--- config.mk ---
export PLATFORM = sky130hd
export DESIGN_NAME = i2c_master_bit_engine
export DESIGN_NICKNAME = d
export VERILOG_FILES = /design/src/design/i2cmbe_pkg.sv /design/src/design/i2cmbe_in_reg.sv /design/src/design/i2cmbe_step.sv /design/src/design/i2cmbe_out_reg.sv /design/src/design/i2c_master_bit_engine.sv
export SDC_FILE = /design/constraint.sdc
export NUM_CORES = 1
export LEC_CHECK = 0
export BUFFER_PORTS_ARGS = -buffer_cell sky130_fd_sc_hd__buf_2
export CORE_MARGIN = 5
export CORE_UTILIZATION = 26
export CTS_CLUSTER_SIZE = 24
export DETAILED_ROUTE_END_ITERATION = 16
export HOLD_SLACK_MARGIN = 0.05
export SYNTH_ARGS = -nofsm -noshare
export SYNTH_HDL_FRONTEND = slang
export SYNTH_SLANG_ARGS = --single-unit
--- constraint.sdc ---
create_clock -name clk -period 4.85 [get_ports clk]
set_clock_uncertainty 0.15 [all_clocks]
set_input_delay 0.7275 -clock clk [delete_from_list [all_inputs] [get_ports clk]]
set_output_delay 0.7275 -clock clk [all_outputs]
set_load 0.05 [all_outputs]
--- src/design/i2cmbe_pkg.sv ---
package i2cmbe_pkg;

	// bits per byte on the bus
	localparam int unsigned NBITS = 8;

	// phase length after reset
	localparam logic [15:0] TPP_RESET = 16'd100;

	// command codes
	localparam logic [1:0] CMD_START = 2'd0;
	localparam logic [1:0] CMD_STOP  = 2'd1;
	localparam logic [1:0] CMD_WRITE = 2'd2;
	localparam logic [1:0] CMD_READ  = 2'd3;

	// bus sequencer phases, each one waiting for the next edge group
	typedef enum logic [3:0] {
		PH_IDLE,
		PH_START_SDA,
		PH_START_SCL,
		PH_STOP_SDA,
		PH_WR_HIGH,
		PH_WR_LOW,
		PH_WR_ACKREL,
		PH_WR_ACKSMP,
		PH_RD_SAMP,
		PH_RD_HIGH,
		PH_RD_ACKDRV,
		PH_RD_ACKHI,
		PH_RD_ACKLO
	} phase_t;

	// one input beat
	typedef struct packed {
		logic       cmd_valid;
		logic [1:0] cmd;
		logic [7:0] tx_byte;
		logic       send_ack;
		logic       sda_in;
	} item_t;

	// one result beat
	typedef struct packed {
		logic       scl_out;
		logic       sda_out;
		logic       busy_res;
		logic       done_res;
		logic [7:0] rx_byte;
		logic       ack_seen;
	} result_t;

	// msb-first bit of a byte at a bit position
	function automatic logic tx_bit(input logic [7:0] b, input logic [3:0] idx);
		logic [2:0] pos;
		pos = 3'd7 - idx[2:0];
		return b[pos];
	endfunction

endpackage

--- src/design/i2cmbe_in_reg.sv ---
module i2cmbe_in_reg (
	input  logic                clk,
	input  logic                arst_n,
	input  logic                s_tvalid,
	output logic                s_tready,
	input  logic [15:0]         s_tdata,  // tx_byte[7:0], send_ack[8], sda_in[9], zero
	input  logic [2:0]          s_tuser,  // cmd_valid[0], cmd[2:1]
	input  logic                adv,
	output logic                valid_s1,
	output i2cmbe_pkg::item_t   item_s1
);
	import i2cmbe_pkg::*;

	logic take;

	// the stage moves on when downstream can take it
	assign take     = valid_s1 && adv;
	assign s_tready = !valid_s1 || adv;

	// stage valid
	always_ff @(posedge clk or negedge arst_n) begin
		if (!arst_n) begin
			valid_s1 <= 1'b0;
		end else if (s_tvalid && s_tready) begin
			valid_s1 <= 1'b1;
		end else if (take) begin
			valid_s1 <= 1'b0;
		end
	end

	// beat payload
	always_ff @(posedge clk) begin
		if (s_tvalid && s_tready) begin
			item_s1.cmd_valid <= s_tuser[0];
			item_s1.cmd       <= s_tuser[2:1];
			item_s1.tx_byte   <= s_tdata[7:0];
			item_s1.send_ack  <= s_tdata[8];
			item_s1.sda_in    <= s_tdata[9];
		end
	end

endmodule

--- src/design/i2cmbe_step.sv ---
module i2cmbe_step (
	input  logic                clk,
	input  logic                arst_n,
	input  logic                en,
	input  i2cmbe_pkg::item_t   item,
	input  logic [15:0]         tpp,
	output i2cmbe_pkg::result_t res
);
	import i2cmbe_pkg::*;

	phase_t      phase_q, phase_d;
	logic [3:0]  bit_q, bit_d, bit_inc;
	logic [7:0]  shift_q, shift_d;
	logic [15:0] tick_q, tick_d;
	logic        scl_q, scl_d;
	logic        sda_q, sda_d;
	logic        ack_q, ack_d;
	logic        ack_tx_q, ack_tx_d;
	logic [7:0]  rx_q, rx_d;
	logic [7:0]  txh_q, txh_d;
	logic [15:0] period;
	logic [16:0] tick_nxt;
	logic        fire;
	logic        done;
	logic        start;

	// phase timer: zero length acts as one
	assign period   = (tpp == 16'd0) ? 16'd1 : tpp;
	assign tick_nxt = {1'b0, tick_q} + 17'd1;
	assign fire     = (phase_q != PH_IDLE) && (tick_nxt >= {1'b0, period});
	assign start    = (phase_q == PH_IDLE) && item.cmd_valid;
	assign bit_inc  = bit_q + 4'd1;

	// next phase and done pulse
	always_comb begin
		phase_d = phase_q;
		done    = 1'b0;
		if (en && start) begin
			unique case (item.cmd)
				CMD_START: phase_d = PH_START_SDA;
				CMD_STOP:  phase_d = PH_STOP_SDA;
				CMD_WRITE: phase_d = PH_WR_HIGH;
				CMD_READ:  phase_d = PH_RD_SAMP;
				default:   phase_d = PH_IDLE;
			endcase
		end else if (en && fire) begin
			unique case (phase_q)
				PH_START_SDA: phase_d = PH_START_SCL;
				PH_START_SCL: begin
					phase_d = PH_IDLE;
					done    = 1'b1;
				end
				PH_STOP_SDA: begin
					phase_d = PH_IDLE;
					done    = 1'b1;
				end
				PH_WR_HIGH:   phase_d = PH_WR_LOW;
				PH_WR_LOW:    phase_d = (bit_inc < 4'(NBITS)) ? PH_WR_HIGH : PH_WR_ACKREL;
				PH_WR_ACKREL: phase_d = PH_WR_ACKSMP;
				PH_WR_ACKSMP: begin
					phase_d = PH_IDLE;
					done    = 1'b1;
				end
				PH_RD_SAMP:   phase_d = (bit_inc < 4'(NBITS)) ? PH_RD_HIGH : PH_RD_ACKDRV;
				PH_RD_HIGH:   phase_d = PH_RD_SAMP;
				PH_RD_ACKDRV: phase_d = PH_RD_ACKHI;
				PH_RD_ACKHI:  phase_d = PH_RD_ACKLO;
				PH_RD_ACKLO: begin
					phase_d = PH_IDLE;
					done    = 1'b1;
				end
				default:      phase_d = PH_IDLE;
			endcase
		end
	end

	// line levels, counters and data registers
	always_comb begin
		bit_d    = bit_q;
		shift_d  = shift_q;
		tick_d   = tick_q;
		scl_d    = scl_q;
		sda_d    = sda_q;
		ack_d    = ack_q;
		ack_tx_d = ack_tx_q;
		rx_d     = rx_q;
		txh_d    = txh_q;
		if (en && start) begin
			tick_d = 16'd0;
			bit_d  = 4'd0;
			unique case (item.cmd)
				CMD_START: begin
					sda_d = 1'b1;
					scl_d = 1'b1;
				end
				CMD_STOP: begin
					sda_d = 1'b0;
					scl_d = 1'b1;
				end
				CMD_WRITE: begin
					txh_d = item.tx_byte;
					sda_d = item.tx_byte[7];
				end
				default: begin
					ack_tx_d = item.send_ack;
					shift_d  = 8'd0;
					sda_d    = 1'b1;
					scl_d    = 1'b1;
				end
			endcase
		end else if (en && phase_q != PH_IDLE) begin
			if (fire) begin
				tick_d = 16'd0;
				unique case (phase_q)
					PH_START_SDA: sda_d = 1'b0;
					PH_START_SCL: scl_d = 1'b0;
					PH_STOP_SDA:  sda_d = 1'b1;
					PH_WR_HIGH:   scl_d = 1'b1;
					PH_WR_LOW: begin
						scl_d = 1'b0;
						bit_d = bit_inc;
						if (bit_inc < 4'(NBITS)) begin
							sda_d = tx_bit(txh_q, bit_inc);
						end
					end
					PH_WR_ACKREL: begin
						sda_d = 1'b1;
						scl_d = 1'b1;
					end
					PH_WR_ACKSMP: begin
						ack_d = !item.sda_in;
						scl_d = 1'b0;
					end
					PH_RD_SAMP: begin
						shift_d = {shift_q[6:0], item.sda_in};
						scl_d   = 1'b0;
						bit_d   = bit_inc;
					end
					PH_RD_HIGH:   scl_d = 1'b1;
					PH_RD_ACKDRV: sda_d = !ack_tx_q;
					PH_RD_ACKHI:  scl_d = 1'b1;
					PH_RD_ACKLO: begin
						scl_d = 1'b0;
						rx_d  = shift_q;
					end
					default: ;
				endcase
			end else begin
				tick_d = tick_nxt[15:0];
			end
		end
	end

	// state registers
	always_ff @(posedge clk or negedge arst_n) begin
		if (!arst_n) begin
			phase_q  <= PH_IDLE;
			bit_q    <= 4'd0;
			shift_q  <= 8'd0;
			tick_q   <= 16'd0;
			scl_q    <= 1'b1;
			sda_q    <= 1'b1;
			ack_q    <= 1'b0;
			ack_tx_q <= 1'b0;
			rx_q     <= 8'd0;
			txh_q    <= 8'd0;
		end else begin
			phase_q  <= phase_d;
			bit_q    <= bit_d;
			shift_q  <= shift_d;
			tick_q   <= tick_d;
			scl_q    <= scl_d;
			sda_q    <= sda_d;
			ack_q    <= ack_d;
			ack_tx_q <= ack_tx_d;
			rx_q     <= rx_d;
			txh_q    <= txh_d;
		end
	end

	// result of this beat, taken from the updated state
	always_comb begin
		res.scl_out  = scl_d;
		res.sda_out  = sda_d;
		res.busy_res = (phase_d != PH_IDLE);
		res.done_res = done;
		res.rx_byte  = rx_d;
		res.ack_seen = ack_d;
	end

endmodule

--- src/design/i2cmbe_out_reg.sv ---
module i2cmbe_out_reg (
	input  logic                clk,
	input  logic                arst_n,
	input  logic                load,
	input  i2cmbe_pkg::result_t res,
	output logic                adv,
	output logic                m_tvalid,
	input  logic                m_tready,
	output logic [15:0]         m_tdata  // scl_out[0], sda_out[1], busy_res[2], done_res[3],
	                                     // rx_byte[11:4], ack_seen[12], zero
);
	import i2cmbe_pkg::*;

	result_t res_q;

	// the result register can take a beat when empty or being drained
	assign adv = !m_tvalid || m_tready;

	// result valid
	always_ff @(posedge clk or negedge arst_n) begin
		if (!arst_n) begin
			m_tvalid <= 1'b0;
		end else if (load) begin
			m_tvalid <= 1'b1;
		end else if (m_tready) begin
			m_tvalid <= 1'b0;
		end
	end

	// result payload
	always_ff @(posedge clk) begin
		if (load) begin
			res_q <= res;
		end
	end

	// pack the result beat
	assign m_tdata = {3'd0, res_q.ack_seen, res_q.rx_byte, res_q.done_res,
		res_q.busy_res, res_q.sda_out, res_q.scl_out};

endmodule

--- src/design/i2c_master_bit_engine.sv ---
// Bit-level I2C master. Every input beat stands for one tick of bus timing and
// may carry a command (start, stop, write byte, read byte with ACK or NACK)
// together with the sampled SDA level. Every input beat yields exactly one
// result beat with the SCL and SDA drive levels (1 = released), busy, a done
// pulse, the last received byte and the last write's ACK.
// Commands offered while a sequence is running are dropped.
// cfg_wr_en / cfg_wr_data set the ticks per bus phase (reset 100, 0 acts as
// 1); write it only while the engine is idle.
// A beat accepted into the input register is processed and loaded into the
// result register as soon as that register has room, and m_tvalid rises.
// Throughput is one beat per cycle while m_tready stays high; the state update
// between the input register and the result register is a single short pass.
// Reset: both lines released, sequencer idle, received byte and ACK zero.
// When m_tready is low the result register holds its beat and the input
// register can still take one more beat; s_tready then drops until the
// result is taken, and nothing is lost or repeated.
module i2c_master_bit_engine (
	input  logic        clk,
	input  logic        arst_n,
	input  logic        cfg_wr_en,
	input  logic [15:0] cfg_wr_data,  // ticks_per_phase
	input  logic        s_tvalid,
	output logic        s_tready,
	input  logic [15:0] s_tdata,      // tx_byte[7:0], send_ack[8], sda_in[9], zero
	input  logic [2:0]  s_tuser,      // cmd_valid[0], cmd[2:1]
	output logic        m_tvalid,
	input  logic        m_tready,
	output logic [15:0] m_tdata       // scl_out[0], sda_out[1], busy_res[2], done_res[3],
	                                  // rx_byte[11:4], ack_seen[12], zero
);
	import i2cmbe_pkg::*;

	logic        valid_s1;
	item_t       item_s1;
	result_t     res;
	logic        adv;
	logic        en;
	logic [15:0] tpp_q;

	// phase length register
	always_ff @(posedge clk or negedge arst_n) begin
		if (!arst_n) begin
			tpp_q <= TPP_RESET;
		end else if (cfg_wr_en) begin
			tpp_q <= cfg_wr_data;
		end
	end

	// one beat steps the sequencer when the result register has room
	assign en = valid_s1 && adv;

	i2cmbe_in_reg u_in (
		.clk      (clk),
		.arst_n   (arst_n),
		.s_tvalid (s_tvalid),
		.s_tready (s_tready),
		.s_tdata  (s_tdata),
		.s_tuser  (s_tuser),
		.adv      (adv),
		.valid_s1 (valid_s1),
		.item_s1  (item_s1)
	);

	i2cmbe_step u_step (
		.clk    (clk),
		.arst_n (arst_n),
		.en     (en),
		.item   (item_s1),
		.tpp    (tpp_q),
		.res    (res)
	);

	i2cmbe_out_reg u_out (
		.clk      (clk),
		.arst_n   (arst_n),
		.load     (en),
		.res      (res),
		.adv      (adv),
		.m_tvalid (m_tvalid),
		.m_tready (m_tready),
		.m_tdata  (m_tdata)
	);

endmodule

==> summary.md <==
| Metric | Value |
|---|---|
| Area contributors post-synth | dfrtp_1, edfxtp_1, ha_1 |
| Synth top cells by count | dfrtp_1, nand2_1, o21ai_0, edfxtp_1, inv_1 |
| Post-CTS Setup Bufs | 0 |
| Max IR drop VDD | between 150 and 200 uV |
| Port Buffers | 48 |
| Via/cell ratio | ~4.7 |
| Synth Instances | between 400 and 500 |
| Crit. End Element | flop |
| Clock-pin slew on the worst setup and hold paths | roughly 0.070 ns |
| Crit path max fanout | 6 |
| Critical path type | reg2reg |
| Die height | ~140 um |
| Fillers | between 1.5k and 2k |
| Vias in the first global route | between 3k and 4k |
| CP Launch Type | flop |
| Post-synth top flop | dfrtp_1 |
| Share of the synthesized area in the top cell type | between 30 and 40% |
| Final HPWL DP | ~7100 um |
| # DRC | 0 |
| Detailed Route WL | between 9000 and 10000 um |
| Post-route ant nets | 0 |
| Share of post-route cells with drive strength above 1 | between 20 and 25% |
| Cells on worst reg2reg path | 13 |
| Final Net Count | 515 |
| DR pass1 iterations | 5 |
| Global-route wire length before repair | ~17000 um |
| Max clock buf depth | 2 |
| Largest net degree at the start of global routing | 40 |
| Final hold viol count | 0 |
| GRT Total Usage | 10.2% |
| Share of flip-flops with an asynchronous set or reset | ~73% |
| Synth cell types | 57 |
| Area Growth Syn to Fin | 16.6% |
| Worst slew pin tran | roughly 1.2 ns |
| Die footprint | 0.0209 mm^2 |
| Setup slack, reg-to-reg | 0.65 ns |
| Tot Pwr | between 1.5 and 2 mW |
| Top-count cell post-synth | dfrtp_1 |
| H-tree depth | 3 |
| Final slew viol count | 0 |
| Number of flops mapped to enable cells by yosys | 26 |
| Leak | 2.47 nW |
| Initial Util | 26.3% |
| Global Route met3 Usage | just over 3% |
| Setup TNS Final | 0 ns |
| Placeable Area | 0.0179 mm^2 |
| Die X-Extent | 144 um |
| Fin crit period | ~4.2 ns |
| Most used routing layer | met2 |
| Arrival time worst endpoint | ~4.2 ns |
| Diodes inserted | 0 |
| Max-cap viol count | 0 |
| RePlAce Congestion | roughly 0.84 |
| Routed WL per cell | between 10 and 15 um |
| WHS | roughly 0.28 ns |
| Rows | 49 |
| Number of synthesized register bits | between 90 and 100 |
| Critical path required time | 4.80 ns |
| Clk sinks | 96 |
| Starting DRT DRC Count | between 300 and 400 |
| Root Driver | clkbuf_16 |
| Cell accounting for the most synthesized area | dfrtp_1 |
| Final Cycle Share | between 80 and 90% |
| Antenna violations before repair | 0 |
| Io pins | 58 |
| Status | complete, no violations |
| Worst-Skew Late Latency | approximately 0.34 ns |
| Worst min path class | in2async |
| CTS buffer count | 9 |
| PostCTS Resize Cnt | 0 |
| Met2 usage | roughly 16% |
| Final setup fails | 0 |
| Max Fclk | 0.238 GHz |
| Relative slew slack | between 20% and 30% |
| Register area share after synthesis | a little over half |
| Synthesized cell area | ~0.0047 mm^2 |
| Detailed-route via count | around 3.2k |
| Hold Buf Count CTS | 0 |
| Cell Pwr Density | around 350 mW/mm^2 |
| Grt ovf | 0 |
| Ys Warns | 0 |
| RSZ-0062 raised after global routing | false |
| Post-synthesis average cell area | 11.5 um^2 |
| Met1 Usage GRT | 13.6% |
| CTS tree | built |
-- registers in the layout (all words and copies together) (netlist names) --
name and count:
tpp_q 16, u_in.item_s1 13, u_in.valid_s1 1, u_out.m_tdata 13, u_out.m_tvalid 1, u_step.ack_q 1
u_step.ack_tx_q 1, u_step.bit_q 4, u_step.phase_q 4, u_step.rx_q 8, u_step.scl_q 1, u_step.sda_q 1
u_step.shift_q 8, u_step.tick_q 16, u_step.txh_q 8
-- final timing paths --
kind,startpoint,endpoint
min,arst_n,u_step.rx_q[2]
max,u_step.tick_q[2],u_out.m_tdata[1]
min reg2reg,u_in.item_s1[1],u_step.ack_tx_q
max in group asynchronous,arst_n,tpp_q[2]
min in group clk,u_in.item_s1[1],u_step.ack_tx_q
max reg2reg,u_step.tick_q[2],u_out.m_tdata[1]
-- logic make-up (layout without fill, tap and decap cells) --
logic type,after synthesis,count (layout),share of synthesized area [%]
adders and majority gates,18,18,4.79
AOI/OAI and AO/OA,82,82,13.0
and+or+nand+nor,123,123,13.8
buffers and inverters,41,92,3.54
xor gates and xnor gates,16,16,2.98
DFF,96,96,54.0
muxes,32,32,7.80
other,1,3,0.0798
-- power by group --
group / switching (mW) / leakage [nW] / internal (mW)
combinational: 0.164 / 1.16 / 0.0998
sequential: 0.0512 / 1.16 / 0.896
clock: 0.295 / 0.148 / 0.417
-- per-stage QoR --
| step | setup WS, ns | util (%) | cell area, um^2 | cells |
|---|---|---|---|---|
| CTS | 0.681 | 30.6 | 5480 | 691 |
| global route | 0.228 | 30.6 | 5480 | 691 |
| floorplan | 1.26 | - | 4710 | 411 |
| finish | 0.648 | 30.6 | 5480 | 691 |
| detailed placement | 0.713 | 28.9 | 5180 | 675 |
| global placement | 0.743 | 28.9 | 5180 | 675 |
-- layer usage --
metal / vias up / share of wire [%]
li1: 1571 / -
met1: 1565 / 48
met2: 82 / 45
met3: 10 / 5.8
met4: 0 / 1.2
met5: - / 0
-- area by class of cell --
type	count	area [um^2]	area share (%)
sequential	96	2540	46.3
clock buffer	12	246	4.50
timing repair buffer	50	255	4.66
inverter	26	97.6	1.78
tap	229	287	5.23
multi-input combinational	274	2000	36.6
clock inverter	4	52.6	0.959
-- cells in the final DEF (no fill, tap or decap), types with 3 or more instances in the layout --
cell type and n:
a21o_1 4, a21oi_1 12, a32o_1 12, and3_1 5, and3_2 4, buf_2 48
clkbuf_16 9, conb_1 3, dfrtp_1 65, dfstp_2 5, edfxtp_1 26, ha_1 18
inv_1 26, mux2_2 17, mux2i_1 13, nand2_1 49, nand2b_1 8, nand3_1 17
nor2_1 12, nor3_1 3, nor3b_1 3, nor4_1 5, o211ai_1 3, o21ai_0 29
xnor2_1 9, xor2_1 7
-- worst max-delay path, stage by stage, from the launching register on --
cell and delay, ns:
dfrtp_1 0.44, and3_4 0.25, nand3_1 0.18, nor3_1 0.38
nand2_1 0.13, xnor2_1 0.19, ha_1 0.32, and3_1 0.26
nand4_1 0.12, o21ai_0 0.33, a31oi_1 0.17, a21oi_1 0.47
a21oi_1 0.13, o31ai_1 0.45
(Power assumes the default switching activity.)
